File: src/design/ips_pkg.sv
// Shared types and constants for the incremental prime sieve.
`default_nettype none

package ips_pkg;

   // Field widths of the request and response beats.
   localparam int NUMBER_BITS = 16;
   localparam int COUNT_BITS  = 5;

   // Smallest value that can be prime.
   localparam int FIRST_PRIME = 2;

   // Request commands.
   typedef enum logic [0:0] {
      CMD_TEST  = 1'b0,
      CMD_CLEAR = 1'b1
   } cmd_type;

   typedef struct packed {
      cmd_type                cmd;
      logic [NUMBER_BITS-1:0] number;
   } req_type;

   typedef struct packed {
      logic [NUMBER_BITS-1:0] value;
      logic                   is_prime;
      logic                   overflow;
      logic [COUNT_BITS-1:0]  prime_count;
   } rsp_type;

   // Sequencer states.
   typedef enum logic [1:0] {
      ST_IDLE,
      ST_READ,
      ST_DIVIDE,
      ST_FINISH
   } state_type;

endpackage

`default_nettype wire

File: src/design/ips_ram.sv
// Generic single-port-write, single-port-read RAM with a registered read.
`default_nettype none

module ips_ram #(
   parameter int WIDTH = 16,
   parameter int DEPTH = 16,
   localparam int ADDR_W = (DEPTH > 1) ? $clog2(DEPTH) : 1
) (
   input  wire logic              clock,
   input  wire logic              wr_en,
   input  wire logic [ADDR_W-1:0] wr_addr,
   input  wire logic [WIDTH-1:0]  wr_data,
   input  wire logic              rd_en,
   input  wire logic [ADDR_W-1:0] rd_addr,
   output      logic [WIDTH-1:0]  rd_data
);

   logic [WIDTH-1:0] mem [DEPTH];
   logic [WIDTH-1:0] rd_data_ff;

   always_ff @(posedge clock) begin
      if (wr_en) begin
         mem[wr_addr] <= wr_data;
      end
      if (rd_en) begin
         rd_data_ff <= mem[rd_addr];
      end
   end

   assign rd_data = rd_data_ff;

endmodule

`default_nettype wire

File: src/design/incremental_prime_sieve.sv
// Top level of the incremental prime sieve: sequencer, remainder unit and prime table.
//
//   Channel   Direction  Handshake              Payload
//   req_      in         req_valid / req_ready  ips_pkg::req_type (cmd, number)
//   rsp_      out        rsp_valid / rsp_ready  ips_pkg::rsp_type (value, is_prime,
//                                               overflow, prime_count)
//
// One request beat is worked on at a time. A clear, a number below two or an
// empty table goes straight from acceptance to the finish state, which loads the
// response register; each stored prime checked adds a table read, then one
// remainder bit per cycle, and the search stops at the first divisor. The next
// beat is taken once the sequencer is back in idle.
// Reset clears sequencer, count and response valid; a waiting response stalls only finish.
`default_nettype none

module incremental_prime_sieve #(
   parameter int NUM_CELLS  = 16,
   parameter int VALUE_BITS = 16
) (
   input  wire logic             clock,
   input  wire logic             reset,
   input  wire logic             req_valid,
   output      logic             req_ready,
   input  wire ips_pkg::req_type req_data,
   output      logic             rsp_valid,
   input  wire logic             rsp_ready,
   output      ips_pkg::rsp_type rsp_data
);

   // Table addressing and count widths. The count must be able to hold
   // NUM_CELLS itself, so it is one bit wider than the address when the
   // depth is a power of two.
   localparam int IDX_W = (NUM_CELLS > 1) ? $clog2(NUM_CELLS) : 1;
   localparam int CNT_W = $clog2(NUM_CELLS + 1);
   localparam int BIT_W = $clog2(VALUE_BITS);
   // Number of request bits that survive masking to VALUE_BITS.
   localparam int IN_BITS = (VALUE_BITS < ips_pkg::NUMBER_BITS) ?
                            VALUE_BITS : ips_pkg::NUMBER_BITS;

   localparam logic [CNT_W-1:0]      CELLS_CNT   = CNT_W'(NUM_CELLS);
   localparam logic [VALUE_BITS-1:0] FIRST_VALUE = VALUE_BITS'(ips_pkg::FIRST_PRIME);
   localparam logic [BIT_W-1:0]      LAST_BIT    = BIT_W'(VALUE_BITS - 1);

   ips_pkg::state_type    state_ff, state_in;
   logic [VALUE_BITS-1:0] number_ff, number_in;    // candidate under test
   logic [VALUE_BITS-1:0] dividend_ff, dividend_in; // shifts out MSB first
   logic [VALUE_BITS-1:0] rem_ff, rem_in;          // running partial remainder
   logic [BIT_W-1:0]      bit_ff, bit_in;          // remainder bits still to go
   logic [CNT_W-1:0]      idx_ff, idx_in;          // table entry being checked
   logic [CNT_W-1:0]      count_ff, count_in;      // primes stored
   logic                  clear_ff, clear_in;      // current beat is a clear
   logic                  prime_ff, prime_in;      // verdict so far
   logic                  rsp_valid_ff, rsp_valid_in;
   ips_pkg::rsp_type      rsp_data_ff, rsp_data_in;

   logic                  ram_we;
   logic                  ram_re;
   logic [VALUE_BITS-1:0] ram_rd_data;
   logic [VALUE_BITS-1:0] number_masked;
   logic [VALUE_BITS:0]   trial;
   logic [VALUE_BITS:0]   diff;
   logic                  fits;
   logic [VALUE_BITS-1:0] rem_next;
   logic                  slot_free;
   logic                  table_full;

   assign number_masked = VALUE_BITS'(req_data.number[IN_BITS-1:0]);

   // One step of the restoring remainder: bring in the next dividend bit and
   // subtract the divisor when it fits. The partial remainder always stays
   // below the divisor, so it fits back into VALUE_BITS bits.
   assign trial    = {rem_ff, dividend_ff[VALUE_BITS-1]};
   assign fits     = trial >= {1'b0, ram_rd_data};
   assign diff     = trial - {1'b0, ram_rd_data};
   assign rem_next = fits ? diff[VALUE_BITS-1:0] : trial[VALUE_BITS-1:0];

   // The output register can take a new response when it is empty or its
   // current beat leaves in this cycle.
   assign slot_free  = !rsp_valid_ff || rsp_ready;
   assign table_full = (count_ff == CELLS_CNT);

   always_ff @(posedge clock) begin
      if (reset) begin
         state_ff     <= ips_pkg::ST_IDLE;
         count_ff     <= '0;
         rsp_valid_ff <= 1'b0;
      end else begin
         state_ff     <= state_in;
         count_ff     <= count_in;
         rsp_valid_ff <= rsp_valid_in;
      end
      number_ff   <= number_in;
      dividend_ff <= dividend_in;
      rem_ff      <= rem_in;
      bit_ff      <= bit_in;
      idx_ff      <= idx_in;
      clear_ff    <= clear_in;
      prime_ff    <= prime_in;
      rsp_data_ff <= rsp_data_in;
   end

   always_comb begin
      state_in     = state_ff;
      number_in    = number_ff;
      dividend_in  = dividend_ff;
      rem_in       = rem_ff;
      bit_in       = bit_ff;
      idx_in       = idx_ff;
      count_in     = count_ff;
      clear_in     = clear_ff;
      prime_in     = prime_ff;
      rsp_data_in  = rsp_data_ff;
      rsp_valid_in = rsp_valid_ff && !rsp_ready;
      req_ready    = 1'b0;
      ram_we       = 1'b0;
      ram_re       = 1'b0;

      case (state_ff)
         ips_pkg::ST_IDLE: begin
            req_ready = 1'b1;
            if (req_valid) begin
               number_in = number_masked;
               clear_in  = (req_data.cmd == ips_pkg::CMD_CLEAR);
               idx_in    = '0;
               // Numbers below two are never prime; an empty table means
               // any number from two up survives without a check.
               prime_in  = (number_masked >= FIRST_VALUE);
               if (req_data.cmd == ips_pkg::CMD_CLEAR) begin
                  state_in = ips_pkg::ST_FINISH;
               end else if (number_masked >= FIRST_VALUE && count_ff != '0) begin
                  state_in = ips_pkg::ST_READ;
               end else begin
                  state_in = ips_pkg::ST_FINISH;
               end
            end
         end

         ips_pkg::ST_READ: begin
            // Fetch the next stored prime; it is on the RAM output during
            // the whole remainder loop that follows.
            ram_re      = 1'b1;
            dividend_in = number_ff;
            rem_in      = '0;
            bit_in      = LAST_BIT;
            state_in    = ips_pkg::ST_DIVIDE;
         end

         ips_pkg::ST_DIVIDE: begin
            dividend_in = {dividend_ff[VALUE_BITS-2:0], 1'b0};
            rem_in      = rem_next;
            bit_in      = bit_ff - BIT_W'(1);
            if (bit_ff == '0) begin
               if (ram_rd_data != '0 && rem_next == '0) begin
                  // A stored prime divides the number: stop searching.
                  prime_in = 1'b0;
                  state_in = ips_pkg::ST_FINISH;
               end else if (idx_ff + CNT_W'(1) == count_ff) begin
                  state_in = ips_pkg::ST_FINISH;
               end else begin
                  idx_in   = idx_ff + CNT_W'(1);
                  state_in = ips_pkg::ST_READ;
               end
            end
         end

         ips_pkg::ST_FINISH: begin
            if (slot_free) begin
               rsp_valid_in = 1'b1;
               state_in     = ips_pkg::ST_IDLE;
               if (clear_ff) begin
                  count_in    = '0;
                  rsp_data_in = '0;
               end else begin
                  // A survivor goes into the next free entry, or is flagged
                  // as overflow when every entry is taken.
                  if (prime_ff && !table_full) begin
                     ram_we   = 1'b1;
                     count_in = count_ff + CNT_W'(1);
                  end
                  rsp_data_in.value       = ips_pkg::NUMBER_BITS'(number_ff);
                  rsp_data_in.is_prime    = prime_ff;
                  rsp_data_in.overflow    = prime_ff && table_full;
                  rsp_data_in.prime_count = ips_pkg::COUNT_BITS'(count_in);
               end
            end
         end

         default: begin
            state_in = ips_pkg::ST_IDLE;
         end
      endcase
   end

   // Prime table. Only entries below the stored count are ever read, and
   // writes happen only in the finish state, so a read never meets a write
   // to the same entry.
   ips_ram #(
      .WIDTH (VALUE_BITS),
      .DEPTH (NUM_CELLS)
   ) u_table (
      .clock   (clock),
      .wr_en   (ram_we),
      .wr_addr (count_ff[IDX_W-1:0]),
      .wr_data (number_ff),
      .rd_en   (ram_re),
      .rd_addr (idx_ff[IDX_W-1:0]),
      .rd_data (ram_rd_data)
   );

   assign rsp_valid = rsp_valid_ff;
   assign rsp_data  = rsp_data_ff;

`ifndef NO_ASSERTIONS
   // The remainder loop only ever works on a written table entry.
   a_read_in_range: assert property (@(posedge clock) disable iff (reset)
      (state_ff == ips_pkg::ST_DIVIDE) |-> (idx_ff < count_ff))
      else $error("table entry checked beyond stored count");

   // The stored count only grows by one or drops to zero on a clear.
   a_count_step: assert property (@(posedge clock) disable iff (reset)
      (count_ff != $past(count_ff)) |->
         (count_ff == $past(count_ff) + CNT_W'(1) || count_ff == '0))
      else $error("stored count changed by an illegal step");

   // A table write never goes past the last entry.
   a_write_in_range: assert property (@(posedge clock) disable iff (reset)
      ram_we |-> (count_ff < CELLS_CNT))
      else $error("table write with a full table");

   // An overflow response is only given once the table is full.
   a_overflow_full: assert property (@(posedge clock) disable iff (reset)
      (rsp_valid && rsp_data.overflow) |-> (rsp_data.is_prime && table_full))
      else $error("overflow reported while the table has room");

   // A finished result waits while the output register is still occupied.
   a_finish_waits: assert property (@(posedge clock) disable iff (reset)
      (state_ff == ips_pkg::ST_FINISH && rsp_valid && !rsp_ready) |=>
         (state_ff == ips_pkg::ST_FINISH && $stable(rsp_data)))
      else $error("response register overwritten while stalled");
`endif

endmodule

`default_nettype wire

File: config.mk
export PLATFORM = sky130hd
export DESIGN_NAME = incremental_prime_sieve
export DESIGN_NICKNAME = d
export VERILOG_FILES = /design/src/design/ips_pkg.sv /design/src/design/ips_ram.sv /design/src/design/incremental_prime_sieve.sv
export SDC_FILE = /design/constraint.sdc
export NUM_CORES = 1
export LEC_CHECK = 0
export BUFFER_PORTS_ARGS = -buffer_cell sky130_fd_sc_hd__buf_4
export CAP_MARGIN = 30
export CORE_MARGIN = 3
export CORE_UTILIZATION = 30
export DETAILED_ROUTE_END_ITERATION = 10
export PLACE_DENSITY = 0.46
export SLEW_MARGIN = 30
export SYNTH_ARGS = -nofsm -noshare
export SYNTH_HDL_FRONTEND = slang
export SYNTH_HIERARCHICAL = 1
export SYNTH_SLANG_ARGS = --single-unit
File: constraint.sdc
create_clock -name clock -period 4.5 [get_ports clock]
set_clock_uncertainty 0.1 [all_clocks]
set_input_delay 0.225 -clock clock [delete_from_list [all_inputs] [get_ports clock]]
set_output_delay 0.225 -clock clock [all_outputs]
set_load 0.005 [all_outputs]
# == Yosys cells after proc, flatten, opt, wreduce, memory -nomap -nowiden ==
# Memory sizes are Yosys's and may differ from the RTL's. A register that Yosys moved wholly into a read port is not among the register bits.
# Index checks and enable logic that the tools add are counted.
# totals
word_cells,86
mem_count,1
in_bits,21
output_inout_bits,25
mem_bits_rw,256
reg_bits,90
# classes
mux,33
reduce_logical,21
n_eq_ne,11
addsub,4
order_cmp,2
# memory_table
name,depth,word_bits,rd,rd_clocked_by_memory_dff,write_ports,line,text
u_table.mem,16,16,1,1,1,ips_ram.sv:18,logic [WIDTH-1:0] mem [DEPTH];
# ops
operator,count
one-hot mux 16 bit (2 select lines),2
two-way mux 5 bit,6
>= comparator 17 x 16 -> 1 bit,1
>= comparator 16 x 2 -> 1 bit (second input constant),1
logical NOT 16 bit,1
two-way mux 16 bit,1
nonzero test 16 bit,1
subtractor 16 bit,1
two-way mux 2 bit,7
two-way mux 1 bit,13
!= test 2 bit (second input constant),6
adder 5 x 1 -> 5 bit (second input constant),2
one-hot mux 5 bit (2 select lines),1
one-hot mux 2 bit (4 select lines),1
one-hot mux 4 bit (2 select lines),1
== test 5 bit,1
== test 5 bit (second input constant),1
logical AND 1 bit,5
AND reduction 5 bit,1
nonzero test 5 bit,1
== test 2 bit (second input constant),2
logical NOT 4 bit,1
AND reduction 2 bit,2
AND reduction 4 bit,1
8 further kinds,11

# == Logic depth before layout (Yosys ltp) ==
# Gate-level depths: netlist (run 1).
# logic_depth
ltp_word,9
mapped_depth,12
depth_no_buf,12

# == Hierarchy ==
# Netlist (run 1), hierarchy kept.
# by_module_without_submodules
mod,seq_area_each_um2,cells_per_inst,area_each_um2,n_inst
ips_ram,8167.8,432,10202.3,1
incremental_prime_sieve,2622.5,460,5061.1,1

# == Worst setup path before layout (run 1) ==
# Ideal clock, no wire load.
# synth_path
kind,flip-flop to flip-flop
from,register state_ff[0]
to,memory u_table.mem[0][0] (enable)
setup_ps,409
synth_period_minus_slack_ps,3750
arrival_time_ps,3241
path_stages_with_launch,8
path_slack_ps,750
path_cell_list,dfxtp_1 > ha_1 > nand2b_1 > clkbuf_1 > inv_1 > and3_1 > or3b_2 > nor3_1
# synth_via
elab_chain_len,4
# synth_rtl
element,line,text
"start, declared",incremental_prime_sieve.sv:44,"ips_pkg::state_type state_ff, state_in;"
"start signal, assigned",incremental_prime_sieve.sv:84,state_ff <= ips_pkg::ST_IDLE;
"start signal, assigned",incremental_prime_sieve.sv:88,state_ff <= state_in;
== test 2 bit,incremental_prime_sieve.sv:118,case (state_ff)
two-way mux 1 bit,incremental_prime_sieve.sv:118,
via ram_we,incremental_prime_sieve.sv:56,logic ram_we;
two-way mux 1 bit,ips_ram.sv:22,if (wr_en) begin
two-way mux 1 bit (not written as such),ips_ram.sv:23,mem[wr_addr] <= wr_data;
"end, declared",ips_ram.sv:18,
# The timed path passes the listed nets, and every way through them passes these cells.

# == Final worst setup path (run 1) ==
# layout_path
from,register rem_ff[10]
to,register idx_ff[0] (enable)
# layout_via
elab_chain_len,6
# layout_rtl
element,line,text
"start, declared",incremental_prime_sieve.sv:47,"logic [VALUE_BITS-1:0] rem_ff, rem_in;"
"start signal, assigned",incremental_prime_sieve.sv:94,rem_ff <= rem_in;
subtractor 16 bit or >= comparator 17 x 16 -> 1 bit (tied branches),"incremental_prime_sieve.sv:74, incremental_prime_sieve.sv:73",
two-way mux 16 bit (*),incremental_prime_sieve.sv:75,assign rem_next = fits ? diff[VALUE_BITS-1:0] : trial[VALUE_BITS-1:0];
logical NOT 16 bit (*),incremental_prime_sieve.sv:153,if (ram_rd_data != '0 && rem_next == '0) begin
logical AND 1 bit (*),incremental_prime_sieve.sv:153,
!= test 2 bit (no source line) (*),-,
AND reduction 5 bit (no source line) (*),-,
"end signal, assigned",incremental_prime_sieve.sv:96,idx_ff <= idx_in;
"end, declared",incremental_prime_sieve.sv:49,"logic [CNT_W-1:0] idx_ff, idx_in;"
# Every way passes the cells marked *; elsewhere a longest branch is shown, timed or not.
# A chain may end at the register's enable or synchronous reset.

==> results.md, run 1 <==
- Setup TNS: 0 ns
- Die width: 232 um
- CTS sink cnt: 362
- Worst path arrival time: 3.82 ns
- Post-synthesis mux area share: 11.6%
- R2r setup slk: 0.87 ns
- Vert. Die Dim: 232 um
- Status: finished, final reports clean
- Port bufs: 45
- Cells after Synth: 892
- Worst-skew pair later-pin latency: 0.54 ns
- Fin. max-slew vios: 0
- CTS H-Tree Depth: 2
- Delay-heaviest family, CP: compound AO/OA/AOI/OAI gates
- Leakage power: 6.00 nW
- Maximum capacitance violations: 0
- Sequential-to-total area share from yosys stat: 70.7%
- Syn Std Cell Area: 15300 um^2
- Via density: 4.86
- Number of top-level pins: 46
- Most frequent cell after synthesis: edfxtp_1
- Synth-to-layout area growth: 17.5%
- RR Endpoint: idx_ff[0]$_SDFFCE_PN0P_
- Nets: 1029
- Initial Util: 30.4%
- Clock slew at reported path FFs: 0.06 ns
- Initial antenna violation count: 0
- Largest net degree at the start of global routing: 69
- Vias in the first global route: 8383
- Post-synthesis cell type count: 65
- Critical-path cell list: ha_1 > and4_1 > nand2_1 > o41ai_2 > a41oi_2 > o21ai_4 > mux2i_1 > o2111ai_1 > and4b_1 > nor4_1 > buf_4
- Final setup viols: 0
- Worst slew pin tran: 0.961 ns
- Dpl cells: 1593
- Syn_nets: 938
- Post-synthesis compound-gate area fraction: 5.62%
- Slowest-stage cell, CP: ha_1
- Non-filler cells, final: 1681
- CTS Buffer Depth: 3
- R2R cell count: 11
- Final worst setup slack: 0.869 ns
- Number of synthesized flops with an enable pin: 354
- Hold Startpoint: req_valid
- Crit path buf inv count: 1
- Share of layout cells above drive strength 1: 22.1%
- PD cells: 667 nW/um^2
- Critical path endpoint category: flip-flop
- CTS tree: done
- RR Startpoint: rem_ff[10]$_SDFFCE_PN0P_
- Final antenna-violating net count: 0
- Yosys warnings: 6
- Simple-gate portion of the synthesized area: 6.19%
- Fmax: 0.275 GHz
- HPWL after DPL: 22400 um
- Synth top cells by count: edfxtp_1, nor2_1, mux4_2, nand2_1, inv_1
- Flop and latch count out of synthesis: 362
- CTS buffer count: 40
- Main synth FF type: edfxtp_1
- Post-synthesis xor/xnor area fraction: 1.21%
- Ant. Diodes: 0
- First-pass GRT wire length: 55000 um
- Tot GR Track Use: 13.7%
- DRC errors left: 0
- Post-Synth Adder-Cell Area: 2.10%
- Final Util: 35.7%
- Worst min path class: in -> reg
- Synth Area per Inst: 17.1 um^2
- Routability cong.: 0.765
- GRT overflow: 0
- Fill cells: 4696
- Total number of vias: 8175
- Die area: 53600 um^2
- Ys async rst share: 0%
- Area taken by multi-input logic gates: 4130 um^2
- Synth area leader: edfxtp_1
- Hold Path Depth: 3
- Main combinational cell family by area after synthesis: multiplexers
- Worst rel slew slack: 35.9%
- Tcrit/Tclk final: 80.7%
- Synth area leaders: edfxtp_1, mux4_2, ha_1
- Core Area: 50200 um^2
- Final hold vios: 0
- Num rows: 82
- Final worst path period need: 3.63 ns
- FF/Latch Area: 10800 um^2
- Crit path launch type: flip-flop
- Post-CTS setup buffers: 0
- RSZ-0062 raised after global routing: false
- Peak VDD IR: 312 uV
- Critical-path maximum fanout: 19
- First-pass iteration count of the detailed router: 5
- Worst slack, placed: 0.926 ns
- WHS Endpoint: prime_ff$_SDFFCE_PP0P_
- Average wire per standard cell: 21.8 um
- Synth top area share: 69.6%
- Final wirelength: 36700 um
- CP peak stage delay: 0.51 ns
- WP data required: 4.69 ns
- Setup CP Type: reg -> reg
- Root Driver: clkbuf_16
- Initial DRC count: 667
## cells in the final DEF, fill, tap and decap left out, types with 4 or more instances in the layout
| master | instances |
|---|---|
| xnor2_1 | 11 |
| nand3_1 | 11 |
| nand4_1 | 6 |
| edfxtp_1 | 354 |
| nor2_1 | 48 |
| inv_1 | 35 |
| clkinv_2 | 6 |
| xor2_1 | 10 |
| dlygate4sd3_1 | 19 |
| nand2b_1 | 6 |
| dfxtp_1 | 8 |
| a211oi_1 | 5 |
| mux4_2 | 54 |
| mux4_1 | 10 |
| nor2_2 | 12 |
| a31oi_1 | 7 |
| mux2_2 | 16 |
| clkinv_1 | 11 |
| nand2_1 | 36 |
| o2111ai_1 | 4 |
| a21oi_1 | 27 |
| bufinv_16 | 5 |
| a21o_1 | 5 |
| o21ai_0 | 17 |
| nor4_1 | 11 |
| ha_1 | 24 |
| buf_4 | 68 |
| nor3_1 | 16 |
| clkbuf_16 | 40 |
| a22oi_1 | 32 |
| mux2i_1 | 11 |
| and2_1 | 7 |
| nor3_2 | 4 |
| nor2b_1 | 23 |
## per-layer routing
metal | vias to the layer above | GRT usage (%) | part of all wire (%)
met5 | - | 0 | 0
met4 | 0 | 2.98 | 1.5
li1 | 3718 | - | -
met3 | 42 | 1.78 | 2.8
met1 | 4298 | 19.6 | 47
met2 | 117 | 22.4 | 48
## tightest hold or removal path, cell delays in order
cell	delay, ns
buf_4	0.08
o21ai_0	0.11
o21ba_1	0.24
## flip-flops by register name (all words and copies together), names as in the netlist
register / count
idx_ff: 5
u_table/rd_data: 16
rsp_data: 23
number_ff: 16
rem_ff: 16
count_ff: 5
dividend_ff: 16
u_table/mem: 256
prime_ff: 1
rsp_valid: 1
bit_ff: 4
clear_ff: 1
state_ff: 2
## worst max-delay path by stage
| stage | startpoint | to | slack, ns | depth (start not counted) |
|---|---|---|---|---|
| 6_report | rem_ff[10]$_SDFFCE_PN0P_ | idx_ff[0]$_SDFFCE_PN0P_ | 0.87 | 11 |
| 5_1_grt | rem_ff[10]$_SDFFCE_PN0P_ | idx_ff[2]$_SDFFCE_PN0P_ | 0.72 | 11 |
| 4_1_cts | rem_ff[7]$_SDFFCE_PN0P_ | idx_ff[1]$_SDFFCE_PN0P_ | 0.90 | 11 |
| 3_5_place_dp | rem_ff[7]$_SDFFCE_PN0P_ | idx_ff[1]$_SDFFCE_PN0P_ | 0.93 | 11 |
| 3_3_place_gp | rem_ff[10]$_SDFFCE_PN0P_ | idx_ff[2]$_SDFFCE_PN0P_ | 0.90 | 11 |
| 2_1_floorplan | state_ff[0]$_SDFFE_PP0P_ | u_table/mem[0][0]$_DFFE_PP_ | 0.75 | 7 |
## cells by family after synthesis
logic type / Yosys count
buf+inv: 77
fa+ha+maj: 25
xor+xnor: 21
mux: 91
flops: 362
compound gates: 123
simple gates: 193
## through the flow
step	power (mW)	area, um^2	hold slack (ns)
final	12.0	17900	0.154
after global routing	12.7	17900	0.164
after CTS	12.1	17900	0.134
after detailed placement	8.85	16400	0.308
after global placement	8.87	16400	0.306
after floorplan	7.66	15300	0.224
## power by group
group          internal (mW)  total [mW]  switching (mW)
combinational           1.60        4.03            2.43
sequential              4.36        4.72           0.361
clock                   1.91        3.21            1.30
## what timing repair did
item / in CTS / in global routing
gates resized for setup: 0 / 0
hold buffers: 19 / 0
endpoints found under the hold margin: 25 / 0
## cell type report
type                       instances  share of cell area, %
multi-input combinational        453                   23.0
clock buffer                      42                   5.62
timing repair buffer              90                   4.19
sequential                       362                   60.2
tap                              672                   4.69
inverter                          36                  0.753
clock inverter                    26                   1.58
No activity file was read; power rests on OpenSTA's default activity.
==> inputs of run 2 (changes only) <==
==> constraint.sdc (replaced) <==
create_clock -name clock -period 3.8 [get_ports clock]
set_clock_uncertainty 0.1 [all_clocks]
set_input_delay 0.19 -clock clock [delete_from_list [all_inputs] [get_ports clock]]
set_output_delay 0.19 -clock clock [all_outputs]
set_load 0.005 [all_outputs]
==> results.md, run 2 (synthesis results as in run 1) <==
- Final Util: 35.9%
- Critical-path maximum fanout: 9
- Worst path arrival time: 3.56 ns
- Synth-to-layout area growth: 18.1%
- Maximum capacitance violations: 0
- Root Driver: clkbuf_16
- Dpl cells: 1610
- DRC errors left: 0
- Average wire per standard cell: 22.0 um
- Share of layout cells above drive strength 1: 22.9%
- Worst setup startpoint: rem_ff[9]$_SDFFCE_PN0P_
- Core Area: 50200 um^2
- Final antenna-violating net count: 0
- CTS tree: done
- First-pass iteration count of the detailed router: 4
- CTS sink cnt: 362
- CP peak stage delay: 0.44 ns
- Initial DRC count: 536
- Fill cells: 4763
- Via density: 4.90
- Final wirelength: 37500 um
- CTS H-Tree Depth: 2
- Worst min path class: in -> reg
- Post-CTS setup buffers: 0
- Max reg flops: 256
- CTS buffer count: 40
- Tot GR Track Use: 14.1%
- Total Power: 14.3 mW
- Critical path endpoint category: flip-flop
- Most frequent cells in the layout: edfxtp_1, buf_4, mux4_2
- Vias in the first global route: 8548
- Slowest-stage cell, CP: ha_1
- Leakage power: 6.06 nW
- Wire length on met3: 1190 um
- PD cells: 793 nW/um^2
- Total number of vias: 8337
- WP data required: 3.87 ns
- Final setup viols: 0
- Port bufs: 45
- Largest Register: u_table/mem
- Non-filler cells, final: 1702
- Worst rel slew slack: 33.3%
- Tcrit/Tclk final: 91.9%
- Setup TNS: 0 ns
- Nets: 1045
- Setup CP Type: reg -> reg
- Final hold vios: 0
- DR WL met2: 18200 um
- M1 WL: 17400 um
- GRT overflow: 0
- Top sig layer: met4
- Largest net degree at the start of global routing: 65
- Routability cong.: 0.786
- Crit path launch type: flip-flop
- RSZ-0062 raised after global routing: false
- Ant. Diodes: 0
- Num rows: 82
- RR Startpoint: rem_ff[9]$_SDFFCE_PN0P_
- Final worst path period need: 3.49 ns
- Die area: 53600 um^2
- Worst-skew pair later-pin latency: 0.55 ns
- Die width: 232 um
- Clock slew at reported path FFs: 0.06 ns
- Worst slew pin tran: 1.00 ns
- Most common cell after layout, fill and taps aside: edfxtp_1
- Peak VDD IR: 377 uV
- HPWL after DPL: 22700 um
- Fmax: 0.286 GHz
- Fin. max-slew vios: 0
- Initial Util: 30.4%
- Number of top-level pins: 46
- R2r setup slk: 0.31 ns
- CTS Buffer Depth: 3
- Hold Startpoint: req_valid
- Critical-path cell list: ha_1 > and4_1 > nand2_1 > o41ai_2 > a41oi_2 > o21ai_4 > nor3_1 > o2111ai_1 > and4b_1 > nor4_2
- Status: finished, final reports clean
- First-pass GRT wire length: 55900 um
- Initial antenna violation count: 2
- Vert. Die Dim: 232 um
## run 2: changes by cell type in the layout (fill, tap and decap cells not counted), sizes merged
cell      previous run  this run
buf                 71        87
clkbuf              42        50
clkinvlp             1         0
clkinv              21        20
inv                 35        36
bufinv               5         3
## run 2: what timing repair did
item | in CTS | in global routing
gates resized for setup | 0 | 1
hold endpoints to repair | 25 | 0
setup endpoints to repair | 0 | 5
hold buffers | 19 | 0
## run 2: critical path, delay by kind of cell, from the launching register on
kind | cells | cell delay, ns
simple gates | 5 | 1.16
compound gates | 4 | 1.00
fa+ha+maj | 1 | 0.44
flops | 1 | 0.42
## run 2: report_power, final
group          switching (mW)  internal (mW)
Sequential              0.429           5.16
Combinational            2.96           2.01
Clock                    1.52           2.22
## run 2: routing by layer
layer  global-route usage, %  vias up
met3                    2.02       50
met1                    19.8     4390
li1                        -     3761
met5                       0        -
met4                    3.54        0
met2                    23.0      136
## run 2: through the flow
stage               instance area (um^2)  hold slack (ns)  setup WS [ns]
finish                             18000            0.173          0.307
global route                       18000            0.187         0.0619
CTS                                18000            0.117         0.0426
detailed placement                 16600            0.274         0.0786
global placement                   16600            0.273         0.0728
floorplan                          15300            0.189         0.0499
## run 2: final timing paths
path	endpoint	cells past startpoint
setup / recovery	idx_ff[3]$_SDFFCE_PN0P_	10
hold / removal	prime_ff$_SDFFCE_PP0P_	3
setup reg to reg	idx_ff[3]$_SDFFCE_PN0P_	10
hold reg to reg	dividend_ff[12]$_DFFE_PP_	1
## run 2: cell type report
type	count	area (um^2)	area share, %
Sequential cell	362	10800	59.9
Multi-Input combinational cell	453	4130	22.9
Clock buffer	50	1080	6.00
Timing Repair Buffer	106	856	4.75
Tap cell	672	841	4.66
Clock inverter	23	189	1.05
Inverter	36	135	0.750
==> inputs of run 3 (changes only) <==
--- a/config.mk
+++ b/config.mk
@@ -5,13 +5,14 @@
 export SDC_FILE = /design/constraint.sdc
 export NUM_CORES = 1
 export LEC_CHECK = 0
+export ABC_AREA = 1
 export BUFFER_PORTS_ARGS = -buffer_cell sky130_fd_sc_hd__buf_4
 export CAP_MARGIN = 30
 export CORE_MARGIN = 3
 export CORE_UTILIZATION = 30
 export DETAILED_ROUTE_END_ITERATION = 10
 export PLACE_DENSITY = 0.46
-export SLEW_MARGIN = 30
+export SLEW_MARGIN = 40
 export SYNTH_ARGS = -nofsm -noshare
 export SYNTH_HDL_FRONTEND = slang
 export SYNTH_HIERARCHICAL = 1
==> results.md, run 3 <==
- Yosys warnings: 6
- Cells after Synth: 1663
- Number of top-level pins: 46
- Critical path endpoint category: flip-flop
- Maximum capacitance violations: 0
- Setup CP Type: reg -> reg
- Syn Std Cell Area: 16700 um^2
- Fin. max-slew vios: 0
- Vias in the first global route: 11400
- Seq pwr share: 35.7%
- Routability cong.: 0.804
- Most frequent cell after synthesis: nand2_1
- Syn_nets: 1709
- Initial Util: 30.7%
- Final Util: 36.1%
- Worst path most repeated cell: nand2_1
- WP data required: 3.95 ns
- Synth top cells by count: nand2_1, edfxtp_1, inv_1, nand3_1, nor2_1
- Net Sw Frac: 40.5%
- Clock slew at reported path FFs: 0.06 ns
- Nets: 1808
- Slowest-stage cell, CP: edfxtp_1
- Sequential-to-total area share from yosys stat: 64.6%
- Initial DRC count: 975
- P_int: 9.15 mW
- GRT overflow: 0
- CTS tree: done
- Synth-to-layout area growth: 17.5%
- Final antenna-violating net count: 0
- Largest Register: u_table/mem
- Port bufs: 45
- Most frequent cells in the layout: nand2_1, edfxtp_1, inv_1
- Logic pwr share: 40.2%
- Via density: 4.53
- Number of synthesized flops with an enable pin: 354
- Worst rel slew slack: 44.2%
- DRC errors left: 0
- Final wirelength: 47500 um
- Main synth FF type: edfxtp_1
- Ant. Diodes: 0
- Total number of vias: 11400
- Tcrit/Tclk final: 82.9%
- Largest net degree at the start of global routing: 132
- Clock Power Share: 24.2%
- CP peak stage delay: 0.41 ns
- Flop and latch count out of synthesis: 362
- Average wire per standard cell: 18.8 um
- Crit path launch type: flip-flop
- Num rows: 85
- Ys async rst share: 0%
- Synth Area per Inst: 10.1 um^2
- Final worst path period need: 3.15 ns
- Synth area leader: edfxtp_1
- Critical-path maximum fanout: 20
- First-pass GRT wire length: 71500 um
- Die area: 58600 um^2
- Leakage power: 8.26 nW
- RSZ-0062 raised after global routing: false
- Worst-skew pair later-pin latency: 0.56 ns
- Max reg flops: 256
- CTS Buffer Depth: 3
- Vert. Die Dim: 242 um
- Critical-path cell list: ha_1 > nand2_1 > inv_1 > nand2_1 > nand2_1 > nand2_2 > nand3_4 > nand2_4 > nand2_2 > or2_1 > nand2_1 > nand2_1 > nor2_2 > nand3_2 > a21boi_0
- Peak VDD IR: 475 uV
- Synth area leaders: edfxtp_1, nand2_1, nand3_1
- Final setup viols: 0
- Most common cell after layout, fill and taps aside: nand2_1
- Post-synthesis cell type count: 39
- CTS H-Tree Depth: 2
- Net Sw Power: 6.22 mW
- Root Driver: clkbuf_16
- CTS sink cnt: 362
- Fmax: 0.317 GHz
- Worst min path class: in -> reg
- HPWL after DPL: 31700 um
- Share of layout cells above drive strength 1: 11.8%
- Die width: 242 um
- Status: finished, final reports clean
- Core Area: 54500 um^2
- Worst slew pin tran: 0.832 ns
- Synth top area share: 63.6%
- Setup TNS: 0 ns
- CTS buffer count: 42
- PD cells: 782 nW/um^2
- First-pass iteration count of the detailed router: 5
- Worst path arrival time: 3.30 ns
- Initial antenna violation count: 2
- Final hold vios: 0
- Tot GR Track Use: 16.0%
[run 3: final timing paths]
kind                                                   start                       end  slack (ns)  depth (start not counted)
worst max-delay path                 rem_ff[3]$_SDFFCE_PN0P_    prime_ff$_SDFFCE_PP0P_        0.65                         15
worst min register to register  dividend_ff[0]$_SDFFCE_PP0P_  dividend_ff[1]$_DFFE_PP_        0.42                          2
worst min-delay path                            req_data[16]        clear_ff$_DFFE_PP_        0.27                          2
worst max register to register       rem_ff[3]$_SDFFCE_PN0P_    prime_ff$_SDFFCE_PP0P_        0.65                         15
[run 3: cell families after synthesis]
logic type      Yosys count  synth area share [%]
simple gates            833                  21.7
flops                   362                  64.6
fa+ha+maj                25                  1.92
xor+xnor                 11                 0.576
compound gates           65                  2.18
buf+inv                 367                  9.10
[run 3: final cells by class]
cell class	count	area, um^2
inverters	303	1140
flip-flops and latches	362	10800
repair buffers	119	1100
fillers	5542	34800
clock inverters	12	52.6
multi-input cells	934	4450
well taps	739	925
clock buffers	60	1180
[run 3: critical path: cells and delay by family, from the launching register on]
family,cells,cell delay (ns)
buffers and inverters,1,0.05
and+or+nand+nor,12,1.65
AOI/OAI and AO/OA,1,0.24
DFF,1,0.41
adders and majority gates,1,0.39
[run 3: layer usage]
metal | share of wire, % | vias up | global-route usage, %
li1 | - | 5605 | -
met1 | 46 | 5518 | 21.9
met2 | 48 | 251 | 26.8
met3 | 3.9 | 70 | 1.98
met4 | 2.4 | 0 | 4.77
met5 | 0 | - | 0
[run 3: timing repair]
item                                    CTS  global route
endpoints found under the setup margin    0             0
endpoints found under the hold margin    25             0
setup buffers                             0             0
hold buffers                             19             0
resized for setup                         0             0
[run 3: per-stage QoR]
step / cell area, um^2 / hold WS (ns) / setup slack [ns] / instances / total power, mW
2_1_floorplan: 16700 / 0.152 / 1.06 / 1663 / 9.68
3_3_place_gp: 18000 / 0.274 / 0.621 / 2417 / 11.7
3_5_place_dp: 18200 / 0.271 / 0.635 / 2437 / 11.8
4_1_cts: 19600 / 0.241 / 0.585 / 2528 / 15.5
5_1_grt: 19600 / 0.253 / 0.435 / 2529 / 16.4
6_report: 19600 / 0.271 / 0.648 / 2529 / 15.4
[run 3: power by group through the flow]
stage	sequential, mW	combinational [mW]	clock (mW)
2_1_floorplan	5.47	4.21	0
3_3_place_gp	5.73	5.95	0
3_5_place_dp	5.57	6.18	0
4_1_cts	5.50	6.23	3.81
5_1_grt	5.53	6.88	3.96
6_report	5.48	6.17	3.71
